==> config.mk <==
export PLATFORM = sky130hd
export DESIGN_NAME = crc8_word_deframer
export DESIGN_NICKNAME = d
export VERILOG_FILES = /design/src/rtl/cwd_pkg.sv /design/src/rtl/cwd_crc8.sv /design/src/rtl/cwd_framer.sv /design/src/rtl/crc8_word_deframer.sv
export SDC_FILE = /design/constraint.sdc
export NUM_CORES = 1
export LEC_CHECK = 0
export BUFFER_PORTS_ARGS = -buffer_cell sky130_fd_sc_hd__buf_2
export CAP_MARGIN = 20
export CORE_ASPECT_RATIO = 0.7
export CORE_MARGIN = 2
export CORE_UTILIZATION = 40
export CTS_CLUSTER_DIAMETER = 200
export DETAILED_ROUTE_END_ITERATION = 10
export GPL_TIMING_DRIVEN = 0
export PLACE_DENSITY = 0.68
export REMOVE_ABC_BUFFERS = 1
export SLEW_MARGIN = 20
export SYNTH_ARGS = -nofsm -noshare
export SYNTH_HDL_FRONTEND = slang
export SYNTH_SLANG_ARGS = --single-unit
==> constraint.sdc <==
create_clock -name i_clk -period 21.9 [get_ports i_clk]
set_input_delay 4.38 -clock i_clk [delete_from_list [all_inputs] [get_ports i_clk]]
set_output_delay 4.38 -clock i_clk [all_outputs]
set_load 0.01 [all_outputs]
==> src/rtl/cwd_pkg.sv <==
`timescale 1ns / 1ps
// ----------------------------------------------------------------------------
// cwd_pkg
// Shared types, codes and the CRC-8 byte update for the word deframer.
// ----------------------------------------------------------------------------
package cwd_pkg;

    localparam int BYTE_W     = 8;
    localparam int WORD_W     = 16;
    localparam int CFG_IDX_W  = 2;
    localparam logic [BYTE_W-1:0] CRC_TOP_BIT   = 8'h80;
    localparam logic [BYTE_W-1:0] POLY_RESET    = 8'h31;
    localparam logic [BYTE_W-1:0] INIT_RESET    = 8'hFF;

    // Configuration register indexes
    localparam logic [CFG_IDX_W-1:0] CFG_POLY = 2'd0;
    localparam logic [CFG_IDX_W-1:0] CFG_INIT = 2'd1;

    typedef enum logic [1:0] {
        ST_OK       = 2'd0,
        ST_CRC_FAIL = 2'd1,
        ST_TRUNC    = 2'd2
    } t_status;

    // Position inside the three-byte group
    typedef enum logic [1:0] {
        PH_HIGH = 2'd0,
        PH_LOW  = 2'd1,
        PH_CRC  = 2'd2
    } t_phase;

    typedef struct packed {
        logic [BYTE_W-1:0] rx_byte;
        logic              end_of_transfer;
    } t_item;

    typedef struct packed {
        logic [WORD_W-1:0] data_word;
        t_status           status;
        logic              last;
    } t_result;

    // One byte through an MSB-first CRC-8, eight shift steps
    function automatic logic [BYTE_W-1:0] crc8_feed(
        input logic [BYTE_W-1:0] crc_in,
        input logic [BYTE_W-1:0] data,
        input logic [BYTE_W-1:0] poly
    );
        logic [BYTE_W-1:0] crc;
        crc = crc_in ^ data;
        for (int k = 0; k < BYTE_W; k++) begin
            if ((crc & CRC_TOP_BIT) != '0) begin
                crc = {crc[BYTE_W-2:0], 1'b0} ^ poly;
            end else begin
                crc = {crc[BYTE_W-2:0], 1'b0};
            end
        end
        return crc;
    endfunction

endpackage

==> src/rtl/cwd_crc8.sv <==
`timescale 1ns / 1ps
// ----------------------------------------------------------------------------
// cwd_crc8
// CRC-8 over the held data byte pair, high byte first.
// ----------------------------------------------------------------------------
module cwd_crc8 import cwd_pkg::*; (
    input  logic [BYTE_W-1:0] i_poly,
    input  logic [BYTE_W-1:0] i_init,
    input  logic [BYTE_W-1:0] i_high_byte,
    input  logic [BYTE_W-1:0] i_low_byte,
    output logic [BYTE_W-1:0] o_crc
);

    logic [BYTE_W-1:0] crc_mid;

    // Fold in high byte, then low byte
    always_comb begin
        crc_mid = crc8_feed(i_init, i_high_byte, i_poly);
        o_crc   = crc8_feed(crc_mid, i_low_byte, i_poly);
    end

endmodule

==> src/rtl/cwd_framer.sv <==
`timescale 1ns / 1ps
// ----------------------------------------------------------------------------
// cwd_framer
// Group tracking, CRC check and result register for one item per cycle while the result register is free or draining.
// ----------------------------------------------------------------------------
module cwd_framer import cwd_pkg::*; (
    input  logic                 i_clk,
    input  logic                 i_rst_n,
    input  logic                 i_item_valid,
    input  t_item                i_item,
    output logic                 o_item_take,
    input  logic [BYTE_W-1:0]    i_poly,
    input  logic [BYTE_W-1:0]    i_init,
    output logic                 o_res_valid,
    input  logic                 i_res_ready,
    output t_result              o_res
);

    t_phase            r_phase, n_phase;
    logic              r_drop, n_drop;
    logic [BYTE_W-1:0] r_high, n_high;
    logic [BYTE_W-1:0] r_low, n_low;
    logic              r_res_valid;
    t_result           r_res;
    logic              emit;
    t_result           res_next;
    logic [BYTE_W-1:0] crc_calc;

    cwd_crc8 u_crc8 (
        .i_poly      (i_poly),
        .i_init      (i_init),
        .i_high_byte (r_high),
        .i_low_byte  (r_low),
        .o_crc       (crc_calc)
    );

    // Take an item whenever the result register is free or draining
    assign o_item_take = i_item_valid && (!r_res_valid || i_res_ready);

    // Next phase and drop flag
    always_comb begin
        n_phase = r_phase;
        n_drop  = r_drop;
        if (o_item_take) begin
            if (r_drop) begin
                if (i_item.end_of_transfer) begin
                    n_drop  = 1'b0;
                    n_phase = PH_HIGH;
                end
            end else begin
                unique case (r_phase)
                    PH_LOW: begin
                        n_phase = i_item.end_of_transfer ? PH_HIGH : PH_CRC;
                    end
                    PH_CRC: begin
                        n_phase = PH_HIGH;
                        n_drop  = (crc_calc != i_item.rx_byte)
                                  && !i_item.end_of_transfer;
                    end
                    default: begin
                        n_phase = i_item.end_of_transfer ? PH_HIGH : PH_LOW;
                    end
                endcase
            end
        end
    end

    // Byte holds and result
    always_comb begin
        n_high             = r_high;
        n_low              = r_low;
        emit               = 1'b0;
        res_next.data_word = '0;
        res_next.status    = ST_TRUNC;
        res_next.last      = 1'b1;
        if (o_item_take && !r_drop) begin
            unique case (r_phase)
                PH_LOW: begin
                    n_low = i_item.rx_byte;
                    emit  = i_item.end_of_transfer;
                end
                PH_CRC: begin
                    emit = 1'b1;
                    if (crc_calc == i_item.rx_byte) begin
                        res_next.data_word = {r_high, r_low};
                        res_next.status    = ST_OK;
                        res_next.last      = i_item.end_of_transfer;
                    end else begin
                        res_next.status = ST_CRC_FAIL;
                    end
                end
                default: begin
                    n_high = i_item.rx_byte;
                    emit   = i_item.end_of_transfer;
                end
            endcase
        end
    end

    // Control state
    always_ff @(posedge i_clk) begin
        if (!i_rst_n) begin
            r_phase     <= PH_HIGH;
            r_drop      <= 1'b0;
            r_res_valid <= 1'b0;
        end else begin
            r_phase <= n_phase;
            r_drop  <= n_drop;
            if (emit) begin
                r_res_valid <= 1'b1;
            end else if (i_res_ready) begin
                r_res_valid <= 1'b0;
            end
        end
    end

    // Payload registers
    always_ff @(posedge i_clk) begin
        r_high <= n_high;
        r_low  <= n_low;
        if (emit) begin
            r_res <= res_next;
        end
    end

    assign o_res_valid = r_res_valid;
    assign o_res       = r_res;

endmodule

==> src/rtl/crc8_word_deframer.sv <==
`timescale 1ns / 1ps
// ----------------------------------------------------------------------------
// crc8_word_deframer
// Deframes received bytes into 16-bit words checked by a CRC-8.
//
// Bytes arrive in groups of three, one item per cycle while not stalled:
// data high, data low, then an MSB-first CRC-8 over the pair. Each finished
// group yields one result (ok with the word, or crc fail); a failure drops
// the rest of the transfer, and a transfer ending mid-group yields a
// truncated result. An input register holds the byte, the CRC and group
// check are combinational, and a result register feeds the output. The user
// writes polynomial and initial value on the configuration port (index 0
// and 1) only while the block is idle; the block itself does not enforce it.
// ----------------------------------------------------------------------------
module crc8_word_deframer import cwd_pkg::*; (
    input  logic                 i_clk,
    input  logic                 i_rst_n,
    input  logic                 i_in_valid,
    output logic                 o_in_ready,
    input  logic [BYTE_W-1:0]    i_rx_byte,
    input  logic                 i_end_of_transfer,
    output logic                 o_out_valid,
    input  logic                 i_out_ready,
    output logic [WORD_W-1:0]    o_data_word,
    output logic [1:0]           o_status,
    output logic                 o_last,
    input  logic                 i_cfg_valid,
    output logic                 o_cfg_ready,
    input  logic [CFG_IDX_W-1:0] i_cfg_index,
    input  logic [BYTE_W-1:0]    i_cfg_data
);

    logic              r_stg_valid;
    t_item             r_stg_item;
    logic              stg_take;
    logic [BYTE_W-1:0] r_poly;
    logic [BYTE_W-1:0] r_init;
    t_result           res;

    // Configuration registers, always ready
    assign o_cfg_ready = 1'b1;

    always_ff @(posedge i_clk) begin
        if (!i_rst_n) begin
            r_poly <= POLY_RESET;
            r_init <= INIT_RESET;
        end else if (i_cfg_valid) begin
            if (i_cfg_index == CFG_POLY) begin
                r_poly <= i_cfg_data;
            end else if (i_cfg_index == CFG_INIT) begin
                r_init <= i_cfg_data;
            end
        end
    end

    // Input register: refill as the framer drains it
    assign o_in_ready = !r_stg_valid || stg_take;

    always_ff @(posedge i_clk) begin
        if (!i_rst_n) begin
            r_stg_valid <= 1'b0;
        end else if (o_in_ready) begin
            r_stg_valid <= i_in_valid;
        end
    end

    always_ff @(posedge i_clk) begin
        if (i_in_valid && o_in_ready) begin
            r_stg_item.rx_byte         <= i_rx_byte;
            r_stg_item.end_of_transfer <= i_end_of_transfer;
        end
    end

    cwd_framer u_framer (
        .i_clk        (i_clk),
        .i_rst_n      (i_rst_n),
        .i_item_valid (r_stg_valid),
        .i_item       (r_stg_item),
        .o_item_take  (stg_take),
        .i_poly       (r_poly),
        .i_init       (r_init),
        .o_res_valid  (o_out_valid),
        .i_res_ready  (i_out_ready),
        .o_res        (res)
    );

    assign o_data_word = res.data_word;
    assign o_status    = res.status;
    assign o_last      = res.last;

endmodule

# After elaboration in Yosys (flattened, before gate mapping)

Cells that the tools add are included.

Register bits: 65
Bits of input ports: 24
Output and inout bits: 22
Logic and storage cells: 88

Equal/unequal tests: 6
Mux-type cells: 29
Bitwise logic cells: 20
Reductions and logical operators: 20

Operators by type and width:

| operator             | count |
|---|---|
| $xor A8 B8 Y8        | 18 |
| $mux W8              | 16 |
| $reduce_and A2 Y1    | 5 |
| $mux W1              | 9 |
| $eq A8 B8 Y1         | 1 |
| $ne A8 B8 Y1         | 1 |
| $mux W2              | 3 |
| $reduce_and A3 Y1    | 2 |
| $eq A2 B1 Y1 const B | 2 |
| $logic_and A1 B1 Y1  | 4 |
| $logic_not A1 Y1     | 4 |
| $pmux W2 S2          | 1 |
| $eq A2 B2 Y1 const B | 1 |
| $logic_not A2 Y1     | 1 |
| $logic_or A1 B1 Y1   | 2 |
| $ne A2 B2 Y1 const B | 1 |
| $not A1 Y1           | 2 |
| $reduce_bool A2 Y1   | 1 |
| $reduce_or A2 Y1     | 1 |

# Logic depth before layout (Yosys ltp)

Gate-level depths: netlist of run 1.

Word-level depth: 38
Depth in mapped cells: 32
Gate-level depth less buffers: 25

# By module

A second synthesis of run 1 with hierarchy kept.

Cells, all modules: 763
Area total of the unflattened synthesis: 6,483.7 µm²

By module, submodules not included:

| module             | instances | cells an instance | area each (µm²) | sequential area each (µm²) |
|---|---|---|---|---|
| cwd_crc8           | 1         | 583               | 3,935.0         | 0.0 |
| cwd_framer         | 1         | 96                | 1,532.7         | 1,131.1 |
| crc8_word_deframer | 1         | 84                | 1,016.0         | 610.6 |

# Worst setup path before layout of run 1

No wires, ideal clock.

Path type: input port to output port
From: input i_out_ready
To: output o_in_ready
Arrival: 4.694 ns
Required time: 17.520 ns
Slack: 12.826 ns
Cell stages on the path: 2
Path buffers: 0
Cell sequence: nor2b_1 > nand2_1

Cells in the longest elaborated chain, start to end: 3

RTL lines:

| what                | line                     | RTL |
|---|---|---|
| start, declared     | crc8_word_deframer.sv:23 | `input logic i_out_ready,` |
| $logic_or A1 B1 Y1  | cwd_framer.sv:38         | `assign o_item_take = i_item_valid && (!r_res_valid \|\| i_res_ready);` |
| $logic_and A1 B1 Y1 | cwd_framer.sv:38         |  |
| $logic_or A1 B1 Y1  | crc8_word_deframer.sv:57 | `assign o_in_ready = !r_stg_valid \|\| stg_take;` |
| end, declared       | crc8_word_deframer.sv:19 | `output logic o_in_ready,` |

No other way between the ends.

# Final worst setup path of run 1

From: register r_poly[6]
To: register u_framer.r_res, in the netlist u_framer.o_res[9], data pin

Cells in the longest elaborated chain, start to end: 33
Elaborated cells on any way between the ends: 35
Classes of those cells: 1 x eq/ne; 16 x mux; 17 x bitwise; 1 x reduce/logical

RTL lines:

| what                            | line                     | RTL |
|---|---|---|
| start, declared                 | crc8_word_deframer.sv:36 | `logic [BYTE_W-1:0] r_poly;` |
| start signal, assigned          | crc8_word_deframer.sv:49 | `r_poly <= i_cfg_data;` |
| $xor A8 B8 Y8                   | cwd_pkg.sv:53            | `crc = {crc[BYTE_W-2:0], 1'b0} ^ poly;` |
| $mux W8                         | cwd_pkg.sv:52            | `if ((crc & CRC_TOP_BIT) != '0) begin` |
| $xor A8 B8 Y8                   | cwd_pkg.sv:53            |  |
| $mux W8 (2 in series)           | cwd_pkg.sv:52            |  |
| $xor A8 B8 Y8                   | cwd_pkg.sv:53            |  |
| $mux W8                         | cwd_pkg.sv:52            |  |
| $xor A8 B8 Y8                   | cwd_pkg.sv:53            |  |
| $mux W8                         | cwd_pkg.sv:52            |  |
| (+16 left out)                  | n/a                      |  |
| $xor A8 B8 Y8                   | cwd_pkg.sv:53            |  |
| $mux W8                         | cwd_pkg.sv:52            |  |
| $xor A8 B8 Y8                   | cwd_pkg.sv:53            |  |
| $mux W8                         | cwd_pkg.sv:52            |  |
| $xor A8 B8 Y8                   | cwd_pkg.sv:53            |  |
| $mux W8 (*)                     | cwd_pkg.sv:52            |  |
| $eq A8 B8 Y1 (*)                | cwd_framer.sv:84         | `if (crc_calc == i_item.rx_byte) begin` |
| $reduce_and A3 Y1 (no line) (*) | n/a                      |  |
| end signal, assigned            | cwd_framer.sv:122        | `r_res <= res_next;` |
| end, declared                   | cwd_framer.sv:24         | `t_result r_res;` |

Mark *: on every way between the ends. The rest lies on a longest branch, timed or not.
A chain may end at the register's enable or synchronous reset.

==> impl_metrics.csv, run 1 <==
group,metric,value,unit
sta,finalHoldViolations,0,
clock_network,cts_hold_buf,0,
sta,worst_pin_slew,1.13,ns
final_layout,final_cell_area,0.00700,mm²
clock_network,postCtsSetupBuffers,0,
synthesis,yosysWarnings,0,
final_layout,fin_nets,795,
route,drtIter0Drc,826,
route,wl,18200,µm
place,placed_area,0.00671,mm²
clock_network,clock_sinks,65,
clock_network,cts_made_buffers,9,
synthesis,synth.top_cell.area_share,20.5,%
setup_path,cp_data_required_time,22.09,ns
route,viasPerCell,6.12,
sta,report.final.setup_viol,0,
sta,min_period_over_period,51.8,%
synthesis,asyncSetResetFlopFracSynth,0,%
clock_network,clk_pin_slew_worst_paths,0.06,ns
sta,rsz0062_at_grt,"false",
synthesis,synth-seq-cells,65,
final_layout,final_layout_size_suffix_gt1_share,13.6,%
grt,grt_max_degree,44,
die,core,0.0156,mm²
route,drcViolationCount,0,
die,rows,38,
synthesis,synth_top_area_cell,"edfxtp_1",
power,powerDensity,180,mW/mm²
synthesis,avgSynthCellArea,8.41,µm²
die,start_util,41.3,%
sta,period_minus_slack,11.35,ns
route,routedWlPerCell,18.7,µm
synthesis,yosys.cell_count.top_type,"nand2_1",
setup_path,crit_path_max_fanout,29,
power,peakVddDrop,0.134,mV
sta,finClkSkew,0.00617,ns
clock_network,worstSkewPairLatency,0.33,ns
route,dr.pass1.iters,7,
final_layout,n_fill_cell,1518,
place,hpwl,13100,µm
clock_network,clockBufferDepth,2,
synthesis,ys_types,91,
hold_path,hp-class,"reg2reg",
job,maxCapViolCount,0,
route,ant_nets,0,
die,io_pins,46,
place,place_congestion,0.889,
grt,antenna_found_initial,0,
sta,maxSlewViolCount,0,
setup_path,criticalPathCategory,"reg2reg",
die,die_h,110,µm
sta,totalNegativeSetupSlack,0,ns
grt,grt_usage,21.3,%
grt,grt_pass1_vias,5208,
sta,fmax,88.1,MHz
place,numPortBuffers,44,
clock_network,post_cts_resized,0,
setup_path,start_kind,"flop",
synthesis,yosys-top-cells-count,"101 x nand2_1, 65 x xnor2_1, 57 x nor2_1",
die,die_w,156,µm
sta,whs,0.479,ns
synthesis,synth_area_leaders,"edfxtp_1 21%, xnor2_1 8.8%, dfxtp_1 6.5%",
place,dpl_worst_slack,10.74,ns
final_layout,n_antenna_cell,0,
final_layout,seq_area,0.00174,mm²
route,vias,5965,
die,die_area,0.0171,mm²
synthesis,synth_edf_count,44,
synthesis,ys.flop_type,"edfxtp_1",
synthesis,syn_area,0.00644,mm²
final_layout,multiInputGateArea,0.00442,mm²
place,dp_cells,958,
grt,grt_pass1_wl,28700,µm
clock_network,cts_root_buf,"clkbuf_16",
final_layout,finalNonFillerCells,974,
synthesis,yosysSeqAreaShare,27.1,%
setup_path,critPathArrivalTime,11.54,ns
outcome,status,"complete, no violations",
sta,worst_slack,10.55,ns
grt,grt-ovfl-total,0,
sta,slew_headroom,24.3,%
synthesis,netlist_instances,765,
clock_network,cts_tree,"done",
power,leakage,2.50,nW
clock_network,htree_levels,3,
setup_path,cp-end-kind,"flop",
final_layout,syn_to_final_growth,8.81,%
critical path, cell delays in order (launching register included):
cell       delay (ns)
dfxtp_1          1.06
inv_1            0.78
nor2_1           0.57
a32oi_1          0.09
o31a_1           0.20
a21oi_1          0.51
nor4_1           0.16
or4_1            0.72
and2_1           0.43
o41ai_4          0.48
a211oi_2         0.16
xnor2_2          0.66
mux2i_1          0.45
xor2_2           0.69
nor3_1           0.17
nor4_4           0.43
mux2i_1          0.33
mux2i_2          0.17
xnor2_1          0.88
a21oi_1          0.16
a32oi_1          0.25
nand3_1          0.13
a2111oi_0        0.46
o211ai_1         0.27
nor4_4           0.72
and2_1           0.23
routing by layer:
layer | wire length [µm] | track usage [%] | up-vias | part of all wire, %
li1 | - | - | 2812 | -
met1 | 8970 | 33.9 | 2851 | 49
met2 | 7400 | 29.6 | 282 | 41
met3 | 1660 | 4.26 | 20 | 9.1
met4 | 165 | 3.67 | 0 | 0.91
met5 | 0 | 0 | - | 0
worst paths after layout:
check                           cells after the start  startpoint  slack, ns           endpoint
worst min register to register                      2   r_init[4]       0.48          r_init[4]
worst min-delay path                                2   r_init[4]       0.48          r_init[4]
worst max-delay path                               25   r_poly[6]      10.55  u_framer.o_res[9]
worst max register to register                     25   r_poly[6]      10.55  u_framer.o_res[9]
registers in the layout, summed over array words and instances, names as in the netlist, 2 cells and up:
signal            cells
u_framer.r_high       8
r_init                8
u_framer.o_res       19
r_poly                8
u_framer.r_phase      2
u_framer.r_low        8
r_stg_item            9
cell families (layout without fill, tap and decap cells):
kind of cell / Yosys count / in the layout / share of synthesized area (%)
other: 1 / 1 / 0.0583
muxes: 22 / 22 / 3.79
DFF: 65 / 65 / 27.1
AOI/OAI and AO/OA: 200 / 200 / 22.8
buffers and inverters: 67 / 76 / 4.45
and+or+nand+nor: 299 / 299 / 22.9
xor gates and xnor gates: 109 / 109 / 18.5
adders and majority gates: 2 / 2 / 0.389
cell usage in the layout (no fill, tap or decap), types with 4 or more instances in the layout:
| cell type | instances |
|---|---|
| xnor2_1 | 64 |
| o221ai_1 | 4 |
| a22oi_1 | 4 |
| and3_1 | 10 |
| nor4_1 | 9 |
| o31ai_1 | 8 |
| xnor3_1 | 7 |
| o31a_1 | 5 |
| a221oi_1 | 4 |
| o21ai_0 | 29 |
| a32oi_1 | 9 |
| edfxtp_1 | 44 |
| o21ai_1 | 8 |
| nand4_1 | 4 |
| a211oi_1 | 10 |
| nand2b_1 | 7 |
| o22ai_1 | 4 |
| a31oi_1 | 11 |
| inv_1 | 12 |
| nor3_2 | 4 |
| mux2i_1 | 17 |
| a21o_1 | 4 |
| o211ai_1 | 15 |
| nor2b_1 | 10 |
| o21a_1 | 5 |
| a22o_1 | 4 |
| buf_2 | 44 |
| xnor2_2 | 10 |
| nor3_1 | 26 |
| nand2_1 | 101 |
| nor2_1 | 57 |
| clkbuf_16 | 9 |
| nand3_1 | 29 |
| and2_1 | 23 |
| dfxtp_1 | 19 |
| a2111oi_0 | 5 |
| xor2_1 | 22 |
| a21oi_1 | 33 |
metrics by stage:
step           power (W)  utilization [%]
2_1_floorplan   0.000943                -
3_3_place_gp     0.00109             42.8
3_5_place_dp     0.00110             43.0
4_1_cts          0.00124             44.8
5_1_grt          0.00134             44.9
6_report         0.00126             44.9
layout make-up:
cell class | instances | area share [%]
flip-flops and latches | 65 | 24.9
clock buffers | 10 | 3.27
inverters | 14 | 0.750
clock inverters | 6 | 0.840
well taps | 200 | 3.57
repair buffers | 46 | 3.54
multi-input cells | 633 | 63.1
report_power, final:
group / switching [W] / internal [W] / total, W / leakage [nW]
clock: 0.0000521 / 0.0000872 / 0.000139 / 0.136
combinational: 0.000557 / 0.000420 / 0.000977 / 1.80
sequential: 0.00000822 / 0.000136 / 0.000144 / 0.569
total: 0.000617 / 0.000643 / 0.00126 / 2.50
Power figures use the tool's default switching activity.
==> run 2, diff against run 1 <==
Clock period 21.9 ns to 11.9 ns, I/O delays scaled along.
==> run 2 against run 1 <==
Clock-buffer cell count unchanged. Non-clock buffer count unchanged. Global-route usage unchanged. Design area increased by 0.11%. Clock skew about the same. Setup slack got worse by 9.7 ns. Power increased by 84%. Die area unchanged. Fmax increased by 2.8%.
==> impl_metrics.csv, run 2 (synthesis gave the netlist of run 1 again) <==
group,metric,value,unit
place,hpwl,13100,µm
sta,report.final.setup_viol,0,
hold_path,worstHoldPathCells,2,
die,die_h,110,µm
grt,grt_max_degree,44,
grt,grt_usage,21.3,%
final_layout,n_antenna_cell,0,
final_layout,finish.utilization,45.0,%
clock_network,worstSkewPairLatency,0.33,ns
sta,period_minus_slack,11.04,ns
sta,worst_pin_slew,1.13,ns
die,die_w,156,µm
sta,fmax,90.6,MHz
grt,grt_pass1_wl,28700,µm
sta,finalHoldViolations,0,
clock_network,cts_made_buffers,9,
sta,whs,0.479,ns
route,dr_wl_met2,7400,µm
final_layout,final_common_cell,"nand2_1",
die,io_pins,46,
clock_network,cts_hold_buf,0,
place,place_congestion,0.889,
sta,slew_headroom,24.4,%
clock_network,clockBufferDepth,2,
power,peakVddDrop,0.299,mV
place,numPortBuffers,44,
clock_network,cts_root_buf,"clkbuf_16",
hold_path,hp-class,"reg2reg",
grt,grt-ovfl-total,0,
clock_network,htree_levels,3,
sta,rsz0062_at_grt,"false",
route,drtIter0Drc,814,
sta,totalNegativeSetupSlack,0,ns
route,top_layer,"met4",
die,rows,38,
grt,grt_pass1_vias,5208,
final_layout,fin_nets,795,
setup_path,criticalPathCategory,"reg2reg",
setup_path,cp_data_required_time,12.09,ns
route,drcViolationCount,0,
clock_network,clock_sinks,65,
setup_path,critPathArrivalTime,11.23,ns
final_layout,n_fill_cell,1518,
route,wl_met3,1840,µm
setup_path,r2r_cells,25,
sta,maxSlewViolCount,0,
route,wl_met1,8800,µm
setup_path,cp-end-kind,"flop",
final_layout,seq_area,0.00174,mm²
sta,finClkSkew,0.00611,ns
grt,antenna_found_initial,0,
route,viasPerCell,6.10,
route,wl,18200,µm
die,core,0.0156,mm²
final_layout,most-common-layout-cells,"101 x nand2_1, 63 x xnor2_1, 57 x nor2_1, 44 x buf_2, 44 x edfxtp_1",
die,die_area,0.0171,mm²
final_layout,syn_to_final_growth,8.92,%
setup_path,crit_path_max_fanout,29,
sta,min_period_over_period,92.8,%
die,start_util,41.3,%
route,dr.pass1.iters,6,
clock_network,clk_pin_slew_worst_paths,0.06,ns
outcome,status,"complete, no violations",
route,routedWlPerCell,18.7,µm
setup_path,start_kind,"flop",
power,power,0.00232,W
job,maxCapViolCount,0,
route,ant_nets,0,
final_layout,final_layout_size_suffix_gt1_share,13.7,%
clock_network,cts_tree,"done",
power,powerDensity,331,mW/mm²
final_layout,multiInputGateArea,0.00443,mm²
route,vias,5946,
power,leakage,2.51,nW
clock_network,postCtsSetupBuffers,0,
final_layout,largest_reg_flops,19,
[run 2: changes by cell type in the layout (fill, tap and decap cells not counted)]
cell,delta
xnor2_1,-1
xnor2_2,+1
[run 2: cell type report]
class | instances | share of cell area (%)
Clock buffer | 10 | 3.27
Clock inverter | 6 | 0.839
Inverter | 14 | 0.750
Tap cell | 200 | 3.57
Multi-Input combinational cell | 633 | 63.2
Timing Repair Buffer | 46 | 3.53
Sequential cell | 65 | 24.9
[run 2: path summary, 6_finish.rpt]
kind	start	endpoint	slack, ns
setup / recovery	r_poly[6]	u_framer.o_res[9]	0.86
hold / removal	r_init[4]	r_init[4]	0.48
setup reg to reg	r_poly[6]	u_framer.o_res[9]	0.86
hold reg to reg	r_init[4]	r_init[4]	0.48
[run 2: report_power, final]
| part | switching [W] | internal, W |
|---|---|---|
| logic | 0.00102 | 0.000777 |
| registers | 0.0000151 | 0.000250 |
| clock network | 0.0000956 | 0.000160 |
| total | 0.00113 | 0.00119 |
[run 2: timing repair]
| item | 4_1_cts | 5_1_grt |
|---|---|---|
| endpoints found under the setup margin | 0 | 17 |
| gates resized for setup | 0 | 1 |
| hold endpoints to repair | 0 | 0 |
[run 2: metal layers]
metal / track usage [%] / up-vias
li1: - / 2814
met3: 4.26 / 15
met2: 29.6 / 316
met4: 3.67 / 0
met5: 0 / -
met1: 33.9 / 2801
[run 2: critical path: stages (launching register included)]
cell	delay, ns
dfxtp_1	1.06
inv_1	0.79
nor2_1	0.57
a32oi_1	0.09
o31a_1	0.20
a21oi_1	0.50
nor4_1	0.15
or4_1	0.73
and2_1	0.43
o41ai_4	0.47
a211oi_2	0.16
xnor2_2	0.64
mux2i_1	0.44
xor2_2	0.69
nor3_1	0.17
nor4_4	0.43
mux2i_1	0.34
mux2i_2	0.46
mux2i_1	0.19
xnor2_2	0.50
mux2i_1	0.27
a31oi_1	0.06
o311ai_0	0.32
o211ai_1	0.25
nor4_4	0.72
and2_1	0.23
[run 2: per-stage QoR]
stage / worst slack (ns) / cells / cell area (µm²)
after global routing: 0.0985 / 974 / 7010
after CTS: 0.726 / 974 / 6990
after global placement: -0.475 / 956 / 6670
after detailed placement: 0.743 / 958 / 6710
after floorplan: 2.39 / 712 / 6200
final: 0.861 / 974 / 7010
